**src/hw/rtl/printf_integer_formatter_unit_defines.svh**
```systemverilog
// ----------------------------------------------------------------------------
// printf_integer_formatter_unit_defines.svh
// Assertion macros used by the formatter RTL.
// ----------------------------------------------------------------------------
`ifndef PRINTF_INTEGER_FORMATTER_UNIT_DEFINES_SVH
`define PRINTF_INTEGER_FORMATTER_UNIT_DEFINES_SVH

// Same-cycle implication, clocked on clk_i, off during reset
`define PIFU_ASSERT_IMPL(label, ante, cons) \
  label: assert property (@(posedge clk_i) disable iff (!rst_ni) (ante) |-> (cons)) \
    else $error("formatter assertion failed");

// Next-cycle implication, clocked on clk_i, off during reset
`define PIFU_ASSERT_NEXT(label, ante, cons) \
  label: assert property (@(posedge clk_i) disable iff (!rst_ni) (ante) |=> (cons)) \
    else $error("formatter assertion failed");

`endif

```
**src/hw/rtl/pifu_pkg.sv**
```systemverilog
// ----------------------------------------------------------------------------
// pifu_pkg
// Types and constants of the printf integer formatter.
// ----------------------------------------------------------------------------
package pifu_pkg;

  // Longest expansion of one item ("-2147483648" or eleven octal digits)
  localparam int unsigned MAX_CHARS = 11;
  localparam int unsigned IDX_W     = $clog2(MAX_CHARS + 1);

  // Item kinds
  localparam logic FUNC_LITERAL   = 1'b0;
  localparam logic FUNC_DIRECTIVE = 1'b1;

  // Characters and conversion letters
  localparam logic [7:0] CH_PERCENT = 8'h25;
  localparam logic [7:0] CH_MINUS   = 8'h2D;
  localparam logic [7:0] CH_ZERO    = 8'h30;
  localparam logic [7:0] CH_ALPHA   = 8'h57;  // 'a' - 10
  localparam logic [7:0] CODE_D     = 8'h64;
  localparam logic [7:0] CODE_U     = 8'h75;
  localparam logic [7:0] CODE_X     = 8'h78;
  localparam logic [7:0] CODE_O     = 8'h6F;
  localparam logic [7:0] CODE_C     = 8'h63;

  // q = (v * 0xCCCCCCCD) >> 35 is exact v / 10 for every 32-bit v
  localparam logic [15:0] RECIP_LO    = 16'hCCCD;
  localparam logic [15:0] RECIP_HI    = 16'hCCCC;
  localparam int unsigned RECIP_SHIFT = 35;

  // Divide-by-ten unit status
  typedef struct packed {
    logic        busy;
    logic        done;
    logic [31:0] quot;
    logic [3:0]  rem;
  } div_res_t;

  // Digit value to lowercase ASCII
  function automatic logic [7:0] digit_char(input logic [3:0] d);
    logic [7:0] c;
    if (d < 4'd10) begin
      c = CH_ZERO + {4'b0, d};
    end else begin
      c = CH_ALPHA + {4'b0, d};
    end
    return c;
  endfunction

endpackage

```
**src/hw/rtl/pifu_ifs.sv**
```systemverilog
// ----------------------------------------------------------------------------
// pifu_ifs
// Valid/ready channels of the formatter: directive input and char output.
// ----------------------------------------------------------------------------
interface pifu_in_if;
  logic        valid;
  logic        ready;
  logic        func;
  logic [7:0]  code_char;
  logic [31:0] arg_value;

  modport source (output valid, output func, output code_char, output arg_value,
                  input ready);
  modport sink   (input valid, input func, input code_char, input arg_value,
                  output ready);
endinterface

interface pifu_out_if;
  logic       valid;
  logic       ready;
  logic [7:0] out_char;
  logic       last;

  modport source (output valid, output out_char, output last, input ready);
  modport sink   (input valid, input out_char, input last, output ready);
endinterface

```
**src/hw/rtl/printf_integer_formatter_unit.sv**
```systemverilog
// ----------------------------------------------------------------------------
// printf_integer_formatter_unit
// Expands literal bytes and %d %u %x %o %c %% directives into characters.
// ----------------------------------------------------------------------------
// Usage:
//   in_i  takes one beat per format item: func = 0 echoes code_char, func = 1
//         converts arg_value by the letter in code_char. ready is high only
//         while the unit is idle; it works on one item at a time.
//   out_o gives one character per beat, most significant digit first, with
//         last set on the final character of the item (1 to 11 characters).
// Steps per item:
//   Literal, %c, %% and unknown codes: load, then one char a cycle when not stalled.
//   %x / %o: one shift step per digit, then emission.
//   %d / %u: the shared divide-by-ten unit yields one digit per division,
//   plus a step for a minus sign on negative %d, then emission.
// Reset: rst_ni clears the sequencer and the output register; the unit comes
//   up idle with no beat pending.
// Back-pressure: the output register holds its beat while out_o.ready is low
//   and emission pauses; a new item may be accepted while the final beat of
//   the previous item still waits.
// ----------------------------------------------------------------------------
`include "printf_integer_formatter_unit_defines.svh"

module printf_integer_formatter_unit
  import pifu_pkg::*;
(
  input  logic           clk_i,
  input  logic           rst_ni,
  pifu_in_if.sink        in_i,
  pifu_out_if.source     out_o
);

  typedef enum logic [2:0] {
    S_IDLE,
    S_DEC,
    S_SHIFT,
    S_SIGN,
    S_EMIT
  } state_e;

  state_e           state_q, state_d;
  logic [31:0]      v_q, v_d;
  logic             neg_q, neg_d;
  logic             hex_q, hex_d;
  logic [IDX_W-1:0] n_q, n_d;
  logic [7:0]       buf_q [MAX_CHARS];
  logic [7:0]       buf_d [MAX_CHARS];
  logic             ovalid_q, ovalid_d;
  logic [7:0]       ochar_q, ochar_d;
  logic             olast_q, olast_d;

  logic             div_start;
  div_res_t         div_res;
  logic [3:0]       sh_digit;
  logic [31:0]      sh_next;
  logic             load;
  logic [IDX_W-1:0] rd_idx;

  // Shared divide-by-ten unit for decimal conversions
  pifu_div10 u_div10 (
    .clk_i   (clk_i),
    .rst_ni  (rst_ni),
    .start_i (div_start),
    .value_i (v_q),
    .res_o   (div_res)
  );

  assign div_start = (state_q == S_DEC) && !div_res.busy;

  // Hex / octal digit step
  assign sh_digit = hex_q ? v_q[3:0] : {1'b0, v_q[2:0]};
  assign sh_next  = hex_q ? (v_q >> 4) : (v_q >> 3);

  // Output register takes a new beat when empty or being drained
  assign load   = (state_q == S_EMIT) && (!ovalid_q || out_o.ready);
  assign rd_idx = n_q - IDX_W'(1);

  assign in_i.ready = (state_q == S_IDLE);

  // Sequencer
  always_comb begin
    state_d  = state_q;
    v_d      = v_q;
    neg_d    = neg_q;
    hex_d    = hex_q;
    n_d      = n_q;
    buf_d    = buf_q;
    ovalid_d = ovalid_q;
    ochar_d  = ochar_q;
    olast_d  = olast_q;

    if (out_o.ready) begin
      ovalid_d = 1'b0;
    end

    case (state_q)
      S_IDLE: begin
        if (in_i.valid) begin
          n_d = '0;
          if (in_i.func == FUNC_LITERAL) begin
            buf_d[0] = in_i.code_char;
            n_d      = IDX_W'(1);
            state_d  = S_EMIT;
          end else begin
            case (in_i.code_char)
              CODE_D: begin
                neg_d   = in_i.arg_value[31];
                v_d     = in_i.arg_value[31] ? (~in_i.arg_value + 32'd1) : in_i.arg_value;
                state_d = S_DEC;
              end
              CODE_U: begin
                neg_d   = 1'b0;
                v_d     = in_i.arg_value;
                state_d = S_DEC;
              end
              CODE_X: begin
                hex_d   = 1'b1;
                v_d     = in_i.arg_value;
                state_d = S_SHIFT;
              end
              CODE_O: begin
                hex_d   = 1'b0;
                v_d     = in_i.arg_value;
                state_d = S_SHIFT;
              end
              CODE_C: begin
                buf_d[0] = in_i.arg_value[7:0];
                n_d      = IDX_W'(1);
                state_d  = S_EMIT;
              end
              CH_PERCENT: begin
                buf_d[0] = CH_PERCENT;
                n_d      = IDX_W'(1);
                state_d  = S_EMIT;
              end
              default: begin
                // unknown code: '%' then the letter itself
                buf_d[1] = CH_PERCENT;
                buf_d[0] = in_i.code_char;
                n_d      = IDX_W'(2);
                state_d  = S_EMIT;
              end
            endcase
          end
        end
      end
      S_DEC: begin
        if (div_res.done) begin
          buf_d[n_q] = digit_char(div_res.rem);
          n_d        = n_q + IDX_W'(1);
          v_d        = div_res.quot;
          if (div_res.quot == '0) begin
            state_d = neg_q ? S_SIGN : S_EMIT;
          end
        end
      end
      S_SHIFT: begin
        buf_d[n_q] = digit_char(sh_digit);
        n_d        = n_q + IDX_W'(1);
        v_d        = sh_next;
        if (sh_next == '0) begin
          state_d = S_EMIT;
        end
      end
      S_SIGN: begin
        buf_d[n_q] = CH_MINUS;
        n_d        = n_q + IDX_W'(1);
        state_d    = S_EMIT;
      end
      S_EMIT: begin
        // digits were stored least significant first: read back downward
        if (load) begin
          ovalid_d = 1'b1;
          ochar_d  = buf_q[rd_idx];
          olast_d  = (n_q == IDX_W'(1));
          n_d      = rd_idx;
          if (n_q == IDX_W'(1)) begin
            state_d = S_IDLE;
          end
        end
      end
      default: begin
        state_d = S_IDLE;
      end
    endcase
  end

  always_ff @(posedge clk_i or negedge rst_ni) begin
    if (!rst_ni) begin
      state_q  <= S_IDLE;
      v_q      <= '0;
      neg_q    <= 1'b0;
      hex_q    <= 1'b0;
      n_q      <= '0;
      buf_q    <= '{default: '0};
      ovalid_q <= 1'b0;
      ochar_q  <= '0;
      olast_q  <= 1'b0;
    end else begin
      state_q  <= state_d;
      v_q      <= v_d;
      neg_q    <= neg_d;
      hex_q    <= hex_d;
      n_q      <= n_d;
      buf_q    <= buf_d;
      ovalid_q <= ovalid_d;
      ochar_q  <= ochar_d;
      olast_q  <= olast_d;
    end
  end

  assign out_o.valid    = ovalid_q;
  assign out_o.out_char = ochar_q;
  assign out_o.last     = olast_q;

  // Checks
  `PIFU_ASSERT_IMPL(a_cnt_max, 1'b1, n_q <= IDX_W'(MAX_CHARS))
  `PIFU_ASSERT_IMPL(a_div_in_dec, div_res.done, state_q == S_DEC)
  `PIFU_ASSERT_IMPL(a_rem_decimal, div_res.done, div_res.rem < 4'd10)
  `PIFU_ASSERT_NEXT(a_emit_nonempty, state_q != S_EMIT && state_d == S_EMIT, n_q != '0)

endmodule

```
**src/hw/rtl/pifu_div10.sv**
```systemverilog
// ----------------------------------------------------------------------------
// pifu_div10
// Divide a 32-bit word by ten with one shared 32x16 multiplier, in phases:
// two partial products, one combine, one remainder beat.
// ----------------------------------------------------------------------------
module pifu_div10
  import pifu_pkg::*;
(
  input  logic        clk_i,
  input  logic        rst_ni,
  input  logic        start_i,
  input  logic [31:0] value_i,
  output div_res_t    res_o
);

  typedef enum logic [2:0] {
    P_IDLE,
    P_LO,
    P_HI,
    P_QUO,
    P_REM
  } phase_e;

  phase_e      phase_q, phase_d;
  logic [31:0] val_q, val_d;
  logic [47:0] plo_q, plo_d;
  logic [47:0] phi_q, phi_d;
  logic [31:0] quot_q, quot_d;

  logic [15:0] mul_b;
  logic [47:0] prod;
  logic [63:0] sum;
  logic [3:0]  q10_lo;

  // Shared multiplier: low then high half of the reciprocal
  assign mul_b = (phase_q == P_HI) ? RECIP_HI : RECIP_LO;
  assign prod  = 48'(val_q) * 48'(mul_b);
  assign sum   = {16'b0, plo_q} + {phi_q, 16'b0};

  // Remainder is below ten, so four bits of v - 10q are enough
  assign q10_lo = {quot_q[0], 3'b0} + {quot_q[2:0], 1'b0};

  always_comb begin
    phase_d = phase_q;
    val_d   = val_q;
    plo_d   = plo_q;
    phi_d   = phi_q;
    quot_d  = quot_q;
    case (phase_q)
      P_IDLE: begin
        if (start_i) begin
          val_d   = value_i;
          phase_d = P_LO;
        end
      end
      P_LO: begin
        plo_d   = prod;
        phase_d = P_HI;
      end
      P_HI: begin
        phi_d   = prod;
        phase_d = P_QUO;
      end
      P_QUO: begin
        quot_d  = 32'(sum[63:RECIP_SHIFT]);
        phase_d = P_REM;
      end
      P_REM: begin
        phase_d = P_IDLE;
      end
      default: begin
        phase_d = P_IDLE;
      end
    endcase
  end

  always_ff @(posedge clk_i or negedge rst_ni) begin
    if (!rst_ni) begin
      phase_q <= P_IDLE;
      val_q   <= '0;
      plo_q   <= '0;
      phi_q   <= '0;
      quot_q  <= '0;
    end else begin
      phase_q <= phase_d;
      val_q   <= val_d;
      plo_q   <= plo_d;
      phi_q   <= phi_d;
      quot_q  <= quot_d;
    end
  end

  assign res_o.busy = (phase_q != P_IDLE);
  assign res_o.done = (phase_q == P_REM);
  assign res_o.quot = quot_q;
  assign res_o.rem  = val_q[3:0] - q10_lo;

endmodule
```
**src/flat_wrapper.sv**
```systemverilog
// flat-port wrapper written by rule: the top's interface ports become plain ports
module printf_integer_formatter_unit_flat import pifu_pkg::*;
  (clk_i, rst_ni, in_i_valid, in_i_func, in_i_code_char, in_i_arg_value, in_i_ready, out_o_valid, out_o_out_char, out_o_last, out_o_ready);
  pifu_in_if in_i_i ();
  pifu_out_if out_o_i ();
  input  logic clk_i;
  input  logic rst_ni;
  input wire logic [$bits(in_i_i.valid)-1:0] in_i_valid;
  input wire logic [$bits(in_i_i.func)-1:0] in_i_func;
  input wire logic [$bits(in_i_i.code_char)-1:0] in_i_code_char;
  input wire logic [$bits(in_i_i.arg_value)-1:0] in_i_arg_value;
  output wire logic [$bits(in_i_i.ready)-1:0] in_i_ready;
  output wire logic [$bits(out_o_i.valid)-1:0] out_o_valid;
  output wire logic [$bits(out_o_i.out_char)-1:0] out_o_out_char;
  output wire logic [$bits(out_o_i.last)-1:0] out_o_last;
  input wire logic [$bits(out_o_i.ready)-1:0] out_o_ready;
  assign in_i_i.valid = in_i_valid;
  assign in_i_i.func = in_i_func;
  assign in_i_i.code_char = in_i_code_char;
  assign in_i_i.arg_value = in_i_arg_value;
  assign in_i_ready = in_i_i.ready;
  assign out_o_valid = out_o_i.valid;
  assign out_o_out_char = out_o_i.out_char;
  assign out_o_last = out_o_i.last;
  assign out_o_i.ready = out_o_ready;
  printf_integer_formatter_unit u_core (.clk_i(clk_i), .rst_ni(rst_ni), .in_i(in_i_i), .out_o(out_o_i));
endmodule
```
**config.mk**
```make
export PLATFORM = sky130hd
export DESIGN_NAME = printf_integer_formatter_unit_flat
export DESIGN_NICKNAME = d
export VERILOG_FILES = /design/src/hw/rtl/pifu_pkg.sv /design/src/hw/rtl/pifu_ifs.sv /design/src/hw/rtl/printf_integer_formatter_unit.sv /design/src/hw/rtl/pifu_div10.sv /design/src/flat_wrapper.sv
export VERILOG_INCLUDE_DIRS = /design/src /design/src/hw/rtl
export SDC_FILE = /design/constraint.sdc
export NUM_CORES = 1
export LEC_CHECK = 0
export BUFFER_PORTS_ARGS = -buffer_cell sky130_fd_sc_hd__buf_2
export CORE_ASPECT_RATIO = 1.5
export CORE_MARGIN = 5
export CORE_UTILIZATION = 47
export CTS_BUF_LIST = sky130_fd_sc_hd__clkbuf_2
export CTS_CLUSTER_DIAMETER = 100
export DETAILED_ROUTE_END_ITERATION = 8
export GPL_ROUTABILITY_DRIVEN = 0
export PLACE_DENSITY = 0.65
export SETUP_SLACK_MARGIN = 0.3
export SYNTH_ARGS = -nofsm -noshare
export SYNTH_HDL_FRONTEND = slang
export SYNTH_SLANG_ARGS = --single-unit
```
**constraint.sdc**
```tcl
create_clock -name clk_i -period 5.2 [get_ports clk_i]
set_input_delay 0.26 -clock clk_i [delete_from_list [all_inputs] [get_ports clk_i]]
set_output_delay 0.26 -clock clk_i [all_outputs]
set_load 0.1 [all_outputs]
```
==> results of run 1 <==
==> logic make-up after synthesis <==
logic type               share of synthesized area [%]
AO/OA/AOI/OAI                                     15.7
XOR/XNOR                                          4.49
adder cells (fa/ha/maj)                           27.7
buffers and inverters                             6.10
flip-flops                                        28.8
multiplexers                                      4.67
AND/OR/NAND/NOR                                   12.5
==> Yosys cell counts (31+ instances only) <==
cell,n
a21o_1,52
a21oi_1,118
a31oi_1,31
clkbuf_1,89
dfrtp_1,283
fa_1,175
ha_1,263
inv_1,300
mux2i_1,47
nand2_1,283
nor2_1,154
o21ai_0,204
xnor2_1,70
xor2_1,56
==> final timing paths <==
path / to / slack, ns / cells past startpoint
setup / recovery: u_core.u_div10.plo_q[33]$_DFFE_PN0P_ / -0.49 / 21
hold / removal: u_core.v_q[30]$_DFFE_PN0P_ / 0.14 / 4
setup reg to reg: u_core.u_div10.plo_q[33]$_DFFE_PN0P_ / -0.49 / 21
hold reg to reg: flop / 0.48 / 1
max in group asynchronous: u_core.u_div10.phi_q[12]$_DFFE_PN0P_ / 4.00 / 4
min in group asynchronous: u_core.buf_q[23]$_DFFE_PN0P_ / 0.37 / 4
==> final cells by class <==
type / count / share of cell area [%]
Multi-Input combinational cell: 1926 / 56.3
Sequential cell: 283 / 22.8
Timing Repair Buffer: 470 / 12.3
Inverter: 301 / 3.63
Tap cell: 676 / 2.71
Clock buffer: 101 / 1.62
Clock inverter: 22 / 0.586
Antenna cell: 3 / 0.0241
==> through the flow <==
stage,hold slack (ns),utilization (%)
2_1_floorplan,-0.0356,-
3_3_place_gp,0.319,54.0
3_5_place_dp,0.329,54.0
4_1_cts,0.0150,59.0
5_1_grt,0.134,60.3
6_report,0.143,60.3
==> worst max-delay path, stage by stage (launching register included) <==
cell and delay [ns]:
dfrtp_2 0.52, ha_4 0.32, xor2_2 0.19, ha_4 0.15, a21o_1 0.12, fa_1 0.46
fa_1 0.50, fa_1 0.49, inv_1 0.05, fa_1 0.49, inv_2 0.04, ha_4 0.22
a21o_1 0.20, o21bai_4 0.18, a221o_1 0.34, a21oi_2 0.17, o31ai_2 0.10, a31o_2 0.28
buf_6 0.12, a311oi_2 0.20, xor2_1 0.23, o21ai_1 0.08
==> timing repair <==
item / in CTS / in global routing
hold endpoints to repair: 274 / 0
buffers inserted: 33 / 30
setup endpoints to repair: 63 / 66
gates cloned: 0 / 0
hold buffers: 85 / 0
resized for setup: 182 / 88
pin swaps: 78 / 71
==> cell usage in the layout, fill, tap and decap left out, types with 18 or more instances in the layout <==
cell type	instances
o21ai_0	151
buf_6	44
a21oi_1	89
a211oi_1	19
xor2_1	50
buf_2	54
nor2_1	148
ha_1	209
mux2_2	28
o22a_1	23
nand2_1	270
inv_1	283
o31ai_1	19
o21ai_2	19
mux2i_1	47
and2_1	28
nor2b_1	24
dlygate4sd3_1	84
clkbuf_2	101
buf_4	282
a31oi_1	29
dfrtp_1	266
o21ai_1	34
a221oi_1	28
fa_1	167
inv_2	18
nor3_1	22
a21o_1	52
ha_4	46
nand3_1	25
xnor2_1	57
==> layer usage <==
metal | up-vias | track usage, % | wire length (um)
li1 | 9917 | - | -
met1 | 10525 | 28.6 | 27600
met2 | 689 | 47.3 | 39600
met3 | 289 | 2.91 | 2840
met4 | 0 | 20.6 | 7140
met5 | - | 0 | 0
==> flow_metrics.tcl, run 1 <==
set metrics [dict create \
    die-area_um2 57000 \
    rsz0062_at_grt "yes" \
    core_area_um2 51700 \
    ant_nets 0 \
    cp-startpoint "u_core.u_div10.val_q[3]$_DFFE_PN0P_" \
    status "finished with violations" \
    fin_ws_ns -0.494 \
    worstSetupPathType "flop to flop" \
    critPathLaunchType "flop" \
    cts.path.max_buffers 3 \
    crit_required_ns 6.05 \
    io_pins 56 \
    synth_async_sr_flop_share_pct 100 \
    grt_max_degree 132 \
    failed_checks "setup timing" \
    cts-root-buf "clkbuf_2" \
    clk_pin_slew_ns 0.13 \
    dp_hpwl_mm 59.0 \
    synth_top_area_share_pct 28.8 \
    yosys.cell_types.count 76 \
    seq_area_frac_synth_pct 28.8 \
    fin_crit_sh_pct 110 \
    avgViaCountPerCell 5.66 \
    wl_per_cell_um 20.4 \
    yosys.area.top_type "dfrtp_1" \
    syn_avg_cell_area_um2 9.42 \
    hp-start "in_i_arg_value[30]" \
    fin_nets 3539 \
    drtPass1Iterations 5 \
    post_route_cells_drive_above_1_share_pct 25.7 \
    fill_cells 4230 \
    clock_skew_ns 0.128 \
    cp_max_fo 6 \
    synthCells 2608 \
    multi_input_area_um2 17500 \
    drt_iter0_markers 1292 \
    hold_class "input port to flop" \
    fp-row-count 102 \
    regArea_um2 7100 \
    cts.sinks 283 \
    worstReg2RegStart "u_core.u_div10.val_q[3]$_DFFE_PN0P_" \
    synth_edf_count 0 \
    placed_area_um2 27900 \
    track_usage_pct 26.7 \
    synth-seq-cells 283 \
    wirelength_mm 77.3 \
    worst_skew_pair.late_latency_ns 1.06 \
    synth_area_um2 24600 \
    fin_tns_setup_ns -17.15 \
    first_global_vias 22723 \
    period_needed_ns 5.69 \
    syn-num-nets 3091 \
    vias 21420 \
    antenna_found_initial 1 \
    cap_viol_max_count 0 \
    dieHeight_um 290 \
    fin_area_um2 31200 \
    slew_violations 0 \
    setup_viol 55 \
    place_inst 3508 \
    end_kind "flop" \
    portBuffers 55 \
    relSlewSlack_pct 17.1 \
    ys_warn_count 0 \
    grt_remaining_overflow 0 \
    die_w_um 197 \
    grt_pass1_wl_mm 121 \
    start_util_pct 47.5 \
    synth-main-ff-cell "dfrtp_1" \
    cts_max_level 3 \
    hold_violations 0 \
    stdcell_count 3782 \
    worstMarginPinSlew_ns 1.24 \
    cts_tree "yes" \
    numCtsBuffers 74 \
    drc_errors 0 \
    pre_cts_slack_ns -0.537 \
    fmax_ghz 0.176 \
    arrival_ns 6.55 \
    area_delta_synth_final_pct 26.9 \
    synth.area.top_cells "dfrtp_1 29%, fa_1 14%, ha_1 13%, inv_1 4.6%, nand2_1 4.3%" \
]
Power of run 1 is not shown: default switching activity piles up to over one toggle a cycle in this logic, so the estimate is an artifact.
==> run 2, diff against run 1 <==
--- a/config.mk
+++ b/config.mk
@@ -7,6 +7,8 @@
 export NUM_CORES = 1
 export LEC_CHECK = 0
 export BUFFER_PORTS_ARGS = -buffer_cell sky130_fd_sc_hd__buf_2
+export CELL_PAD_IN_SITES_DETAIL_PLACEMENT = 0
+export CELL_PAD_IN_SITES_GLOBAL_PLACEMENT = 1
 export CORE_ASPECT_RATIO = 1.5
 export CORE_MARGIN = 5
 export CORE_UTILIZATION = 47
@@ -14,7 +16,8 @@
 export CTS_CLUSTER_DIAMETER = 100
 export DETAILED_ROUTE_END_ITERATION = 8
 export GPL_ROUTABILITY_DRIVEN = 0
-export PLACE_DENSITY = 0.65
+export PLACE_DENSITY_LB_ADDON = 0.1
+export RECOVER_POWER = 25
 export SETUP_SLACK_MARGIN = 0.3
 export SYNTH_ARGS = -nofsm -noshare
 export SYNTH_HDL_FRONTEND = slang
==> run 2 against run 1 <==
  * Clock skew rose by 0.015 ns
  * Cell count rose by 0.42%
  * Register-to-register slack better by 0.06 ns
  * First-iteration DRC count shrank 23%
  * Die area unchanged
  * Core utilization up 0.31 points
  * Fmax rose by 1.1%
  * Cell area is 0.51% higher
  * Sequential share of layout area fell by 0.11 points
  * Count of clock-buffer cells in the layout grew 8
  * The run ends with DRC, capacitance limit, slew limit, setup timing left
==> flow_metrics.tcl, run 2 (same netlist as run 1, synthesis figures left out) <==
set metrics [dict create \
    final_cell_mix "285 x buf_4, 279 x inv_1, 272 x nand2_1, 264 x dfrtp_1, 201 x ha_1" \
    avgViaCountPerCell 5.54 \
    core_area_um2 51700 \
    final_core_util_pct 60.6 \
    portBuffers 55 \
    fin_ws_ns -0.433 \
    drt_iter0_markers 997 \
    clock_skew_ns 0.142 \
    fin_crit_sh_pct 108 \
    worst_skew_pair.late_latency_ns 1.14 \
    multi_input_area_um2 17700 \
    hold_violations 0 \
    first_global_vias 22651 \
    track_usage_pct 28.2 \
    worstSetupPathType "flop to flop" \
    wirelength_mm 80.0 \
    numCtsBuffers 75 \
    pre_cts_slack_ns -0.540 \
    status "finished with violations" \
    rsz0062_at_grt "yes" \
    antenna_found_initial 3 \
    hold_class "input port to flop" \
    post_route_cells_drive_above_1_share_pct 26.1 \
    cap_viol_max_count 4 \
    fp-row-count 102 \
    ant_nets 0 \
    area_delta_synth_final_pct 27.5 \
    start_util_pct 47.5 \
    worstMarginPinSlew_ns 3.95 \
    cts.sinks 283 \
    fin_nets 3546 \
    critPathLaunchType "flop" \
    grt_remaining_overflow 0 \
    cp_max_fo 7 \
    grt_max_degree 126 \
    cts_tree "yes" \
    end_kind "flop" \
    die_w_um 197 \
    clk_pin_slew_ns 0.13 \
    cts-root-buf "clkbuf_2" \
    fill_cells 4508 \
    dp_hpwl_mm 62.8 \
    dieHeight_um 290 \
    die-area_um2 57000 \
    wl_per_cell_um 21.1 \
    slew_violations 287 \
    drc_errors 1 \
    failed_checks "DRC, capacitance limit, slew limit, setup timing" \
    io_pins 56 \
    drtPass1Iterations 7 \
    arrival_ns 6.60 \
    cts_max_level 3 \
    setup_viol 55 \
    crit_required_ns 6.17 \
    final_common_cell "buf_4" \
    regArea_um2 7110 \
    relSlewSlack_pct -163 \
    grt_pass1_wl_mm 126 \
    vias 21030 \
    period_needed_ns 5.63 \
    fmax_ghz 0.178 \
    cts.path.max_buffers 3 \
]
[run 2: critical path, stage by stage (launching register included)]
cell	delay [ns]
dfrtp_2	0.51
ha_4	0.29
xor2_2	0.15
ha_1	0.19
a21o_1	0.17
fa_1	0.56
fa_1	0.44
fa_1	0.49
inv_1	0.05
fa_1	0.47
inv_1	0.06
ha_4	0.21
buf_4	0.17
nand2_2	0.08
o21bai_4	0.08
a221o_1	0.38
a21oi_4	0.22
nor2b_1	0.07
a211o_1	0.33
a21oi_2	0.15
xor2_1	0.21
buf_4	0.17
o21ai_2	0.05
[run 2: repair_timing]
| action | 4_1_cts | 5_1_grt |
|---|---|---|
| hold endpoints to repair | 339 | 0 |
| resized for setup | 132 | 152 |
| pin swaps | 72 | 62 |
| endpoints found under the setup margin | 65 | 66 |
| hold buffers | 96 | 0 |
| cloned | 0 | 0 |
| setup buffers | 36 | 28 |
[run 2: cell type report]
class | count | share of cell area, %
Multi-Input combinational cell | 1926 | 56.5
Clock buffer | 109 | 1.74
Clock inverter | 23 | 0.531
Inverter | 301 | 3.62
Antenna cell | 4 | 0.0320
Tap cell | 676 | 2.70
Sequential cell | 283 | 22.7
Timing Repair Buffer | 476 | 12.2
[run 2: metrics by stage]
step | instance area [um^2] | setup TNS, ns | hold WS (ns) | std cells
finish | 31300 | -15.46 | 0.144 | 3798
floorplan | 25100 | -0.474 | -0.0356 | 2608
CTS | 30400 | -15.87 | 0.0515 | 3766
global placement | 27900 | -16.97 | 0.277 | 3502
global route | 31300 | -30.91 | 0.159 | 3798
detailed placement | 27900 | -18.28 | 0.281 | 3502
[run 2: layer usage]
metal	vias to the layer above	wire length, um	share of wire [%]	track usage (%)
li1	9936	-	-	-
met1	10322	29200	36	30.7
met2	520	41600	52	51.0
met3	250	2680	3.3	3.57
met4	2	6440	8.1	18.2
met5	-	19	0.024	0
[run 2: worst paths after layout]
path,endpoint,start,depth (start not counted),slack (ns)
setup / recovery,u_core.u_div10.plo_q[35]$_DFFE_PN0P_,u_core.u_div10.val_q[1]$_DFFE_PN0P_,22,-0.43
hold / removal,u_core.state_q[1]$_DFFE_PN0P_,in_i_func,5,0.14
setup reg to reg,u_core.u_div10.plo_q[35]$_DFFE_PN0P_,u_core.u_div10.val_q[1]$_DFFE_PN0P_,22,-0.43
hold reg to reg,flop,flop,1,0.48
max in group asynchronous,u_core.u_div10.phi_q[9]$_DFFE_PN0P_,rst_ni,4,0.52
min in group asynchronous,u_core.state_q[1]$_DFFE_PN0P_,rst_ni,4,1.08
Power of run 2 is left out for the same reason.
==> run 3, diff against run 2 <==
--- a/config.mk
+++ b/config.mk
@@ -6,7 +6,6 @@
 export SDC_FILE = /design/constraint.sdc
 export NUM_CORES = 1
 export LEC_CHECK = 0
-export BUFFER_PORTS_ARGS = -buffer_cell sky130_fd_sc_hd__buf_2
 export CELL_PAD_IN_SITES_DETAIL_PLACEMENT = 0
 export CELL_PAD_IN_SITES_GLOBAL_PLACEMENT = 1
 export CORE_ASPECT_RATIO = 1.5
@@ -15,6 +14,7 @@
 export CTS_BUF_LIST = sky130_fd_sc_hd__clkbuf_2
 export CTS_CLUSTER_DIAMETER = 100
 export DETAILED_ROUTE_END_ITERATION = 8
+export DONT_BUFFER_PORTS = 1
 export GPL_ROUTABILITY_DRIVEN = 0
 export PLACE_DENSITY_LB_ADDON = 0.1
 export RECOVER_POWER = 25
==> run 3 against run 2 <==
  * The flow finishes with violations (hold timing, setup timing)
  * Cell count shrank 2.1%
  * Die area is the same
  * Fmax shrank 0.71%
  * Clock skew shrank 0.020 ns
  * Core utilization shrank 1.4 points
  * Non-clock buffer count shrank 72
  * Cell area shrank 2.4%
  * Global-route usage shrank 0.36 points
  * Count of clock-buffer cells in the layout shrank 10
  * First-iteration DRC count shrank 22%
  * Largest cell class unchanged
==> flow_metrics.tcl, run 3 (same netlist as run 1, synthesis figures left out) <==
set metrics [dict create \
    dieHeight_um 290 \
    setup_viol 52 \
    wirelength_mm 78.6 \
    vias 20672 \
    start_util_pct 47.5 \
    antenna_found_initial 4 \
    hold_class "input port to asynchronous set/reset pin" \
    cap_viol_max_count 0 \
    critPathLaunchType "flop" \
    die-area_um2 57000 \
    slew_violations 0 \
    drc_errors 0 \
    drt_iter0_markers 781 \
    post_route_cells_drive_above_1_share_pct 23.2 \
    fp-row-count 102 \
    crit_required_ns 6.25 \
    final_common_cell "inv_1" \
    cts.path.max_buffers 3 \
    arrival_ns 6.72 \
    critical_path.cell_chain "ha_4 > ha_4 > inv_1 > fa_1 > inv_2 > fa_1 > fa_1 > inv_1 > fa_1 > inv_2 > ha_4 > nand4_1 > a211o_1 > a211o_1 > a211oi_2 > buf_4 > buf_4 > buf_6 > o21ai_4 > a21oi_4 > nor3_2 > buf_4 > o31ai_2" \
    hold_buffers 96 \
    fmax_ghz 0.176 \
    status "finished with violations" \
    track_usage_pct 27.8 \
    end_kind "flop" \
    die_w_um 197 \
    relSlewSlack_pct 28.2 \
    cts.sinks 283 \
    worstSetupPathType "flop to flop" \
    core_area_um2 51700 \
    wl_per_cell_um 21.1 \
    rsz0062_at_grt "yes" \
    worstReg2RegStart "u_core.u_div10.val_q[12]$_DFFE_PN0P_" \
    io_pins 56 \
    slowest_stage "fa_1" \
    drtPass1Iterations 5 \
    fin_ws_ns -0.473 \
    final_core_util_pct 59.2 \
    period_needed_ns 5.67 \
    grt_max_degree 284 \
    cts_tree "yes" \
    cts_max_level 3 \
    area_delta_synth_final_pct 24.5 \
    holdWs_ns -1.15 \
    grt_remaining_overflow 0 \
    fin_crit_sh_pct 109 \
    fin_nets 3474 \
    worst_skew_pair.late_latency_ns 1.15 \
    portBuffers 0 \
    dp_hpwl_mm 61.6 \
    hold_violations 283 \
    slowest_delay_ns 0.52 \
    cp-startpoint "u_core.u_div10.val_q[12]$_DFFE_PN0P_" \
    grt_pass1_wl_mm 124 \
    crit_path_frequent_cell "fa_1" \
    numCtsBuffers 75 \
    final_cell_mix "284 x inv_1, 278 x buf_4, 274 x nand2_1, 267 x dfrtp_1, 206 x ha_1" \
    avgViaCountPerCell 5.56 \
    clock_skew_ns 0.122 \
    clk_pin_slew_ns 0.11 \
    cts-root-buf "clkbuf_2" \
    ant_nets 0 \
    failed_checks "hold timing, setup timing" \
    first_global_vias 22173 \
    cp_max_fo 4 \
    worstMarginPinSlew_ns 1.07 \
]
-- run 3: cell types whose count changed in the layout (fill, tap and decap cells not counted), moves of 5 or more --
cell	delta
ha_4	-8
buf_4	-7
buf_2	-54
buf_6	-9
clkbuf_2	-11
inv_2	-5
ha_1	+5
inv_1	+5
o21ai_0	+5
o21ai_1	+5
o21ai_2	-10
-- run 3: critical path: cells and delay by family, from the launching register on --
family	cells	cell delay (ns)
buffers and inverters	8	0.71
adder cells (fa/ha/maj)	7	2.84
AND/OR/NAND/NOR	2	0.18
flip-flops	1	0.48
AO/OA/AOI/OAI	6	1.37
-- run 3: area by class of cell --
cell class | instances | area, um^2
Inverter | 301 | 1130
Clock buffer | 99 | 495
Antenna cell | 6 | 15.0
Tap cell | 676 | 846
Timing Repair Buffer | 404 | 3420
Fill cell | 4550 | 21100
Sequential cell | 283 | 7100
Multi-Input combinational cell | 1926 | 17400
Clock inverter | 24 | 130
-- run 3: path summary, 6_finish.rpt --
kind / slack, ns / cells after the start / endpoint
setup / recovery: -0.47 / 23 / u_core.u_div10.phi_q[44]$_DFFE_PN0P_
min in group clk_i: 0.03 / 6 / u_core.v_q[16]$_DFFE_PN0P_
hold / removal: -1.15 / 0 / u_core.v_q[24]$_DFFE_PN0P_
setup reg to reg: -0.47 / 23 / u_core.u_div10.phi_q[44]$_DFFE_PN0P_
hold reg to reg: 0.48 / 1 / flop
max in group asynchronous: 5.70 / 0 / u_core.u_div10.phi_q[15]$_DFFE_PN0P_
-- run 3: metal layers --
metal	up-vias	track usage, %	share of wire, %
met5	-	0	0.017
met4	2	18.5	8.0
met3	235	4.25	3.7
met2	504	49.9	52
met1	10150	30.0	36
li1	9781	-	-
-- run 3: what timing repair did --
item | 4_1_cts | 5_1_grt
endpoints found under the hold margin | 341 | 283
endpoints found under the setup margin | 65 | 66
buffers inserted | 23 | 19
gates resized for setup | 128 | 97
pin swaps | 48 | 64
-- run 3: stage by stage --
| step | TNS, ns | hold WS, ns | area (um^2) | setup WS (ns) | std cells |
|---|---|---|---|---|---|
| final | -16.65 | -1.15 | 30600 | -0.473 | 3719 |
| after floorplan | -0.474 | -0.0356 | 25100 | -0.117 | 2608 |
| after detailed placement | -21.39 | -0.0262 | 27600 | -0.680 | 3452 |
| after CTS | -14.71 | -1.30 | 30000 | -0.486 | 3694 |
| after global routing | -25.12 | -1.31 | 30600 | -0.672 | 3719 |
| after global placement | -19.44 | -0.0275 | 27600 | -0.607 | 3452 |
Power of run 3 is left out for the same reason.
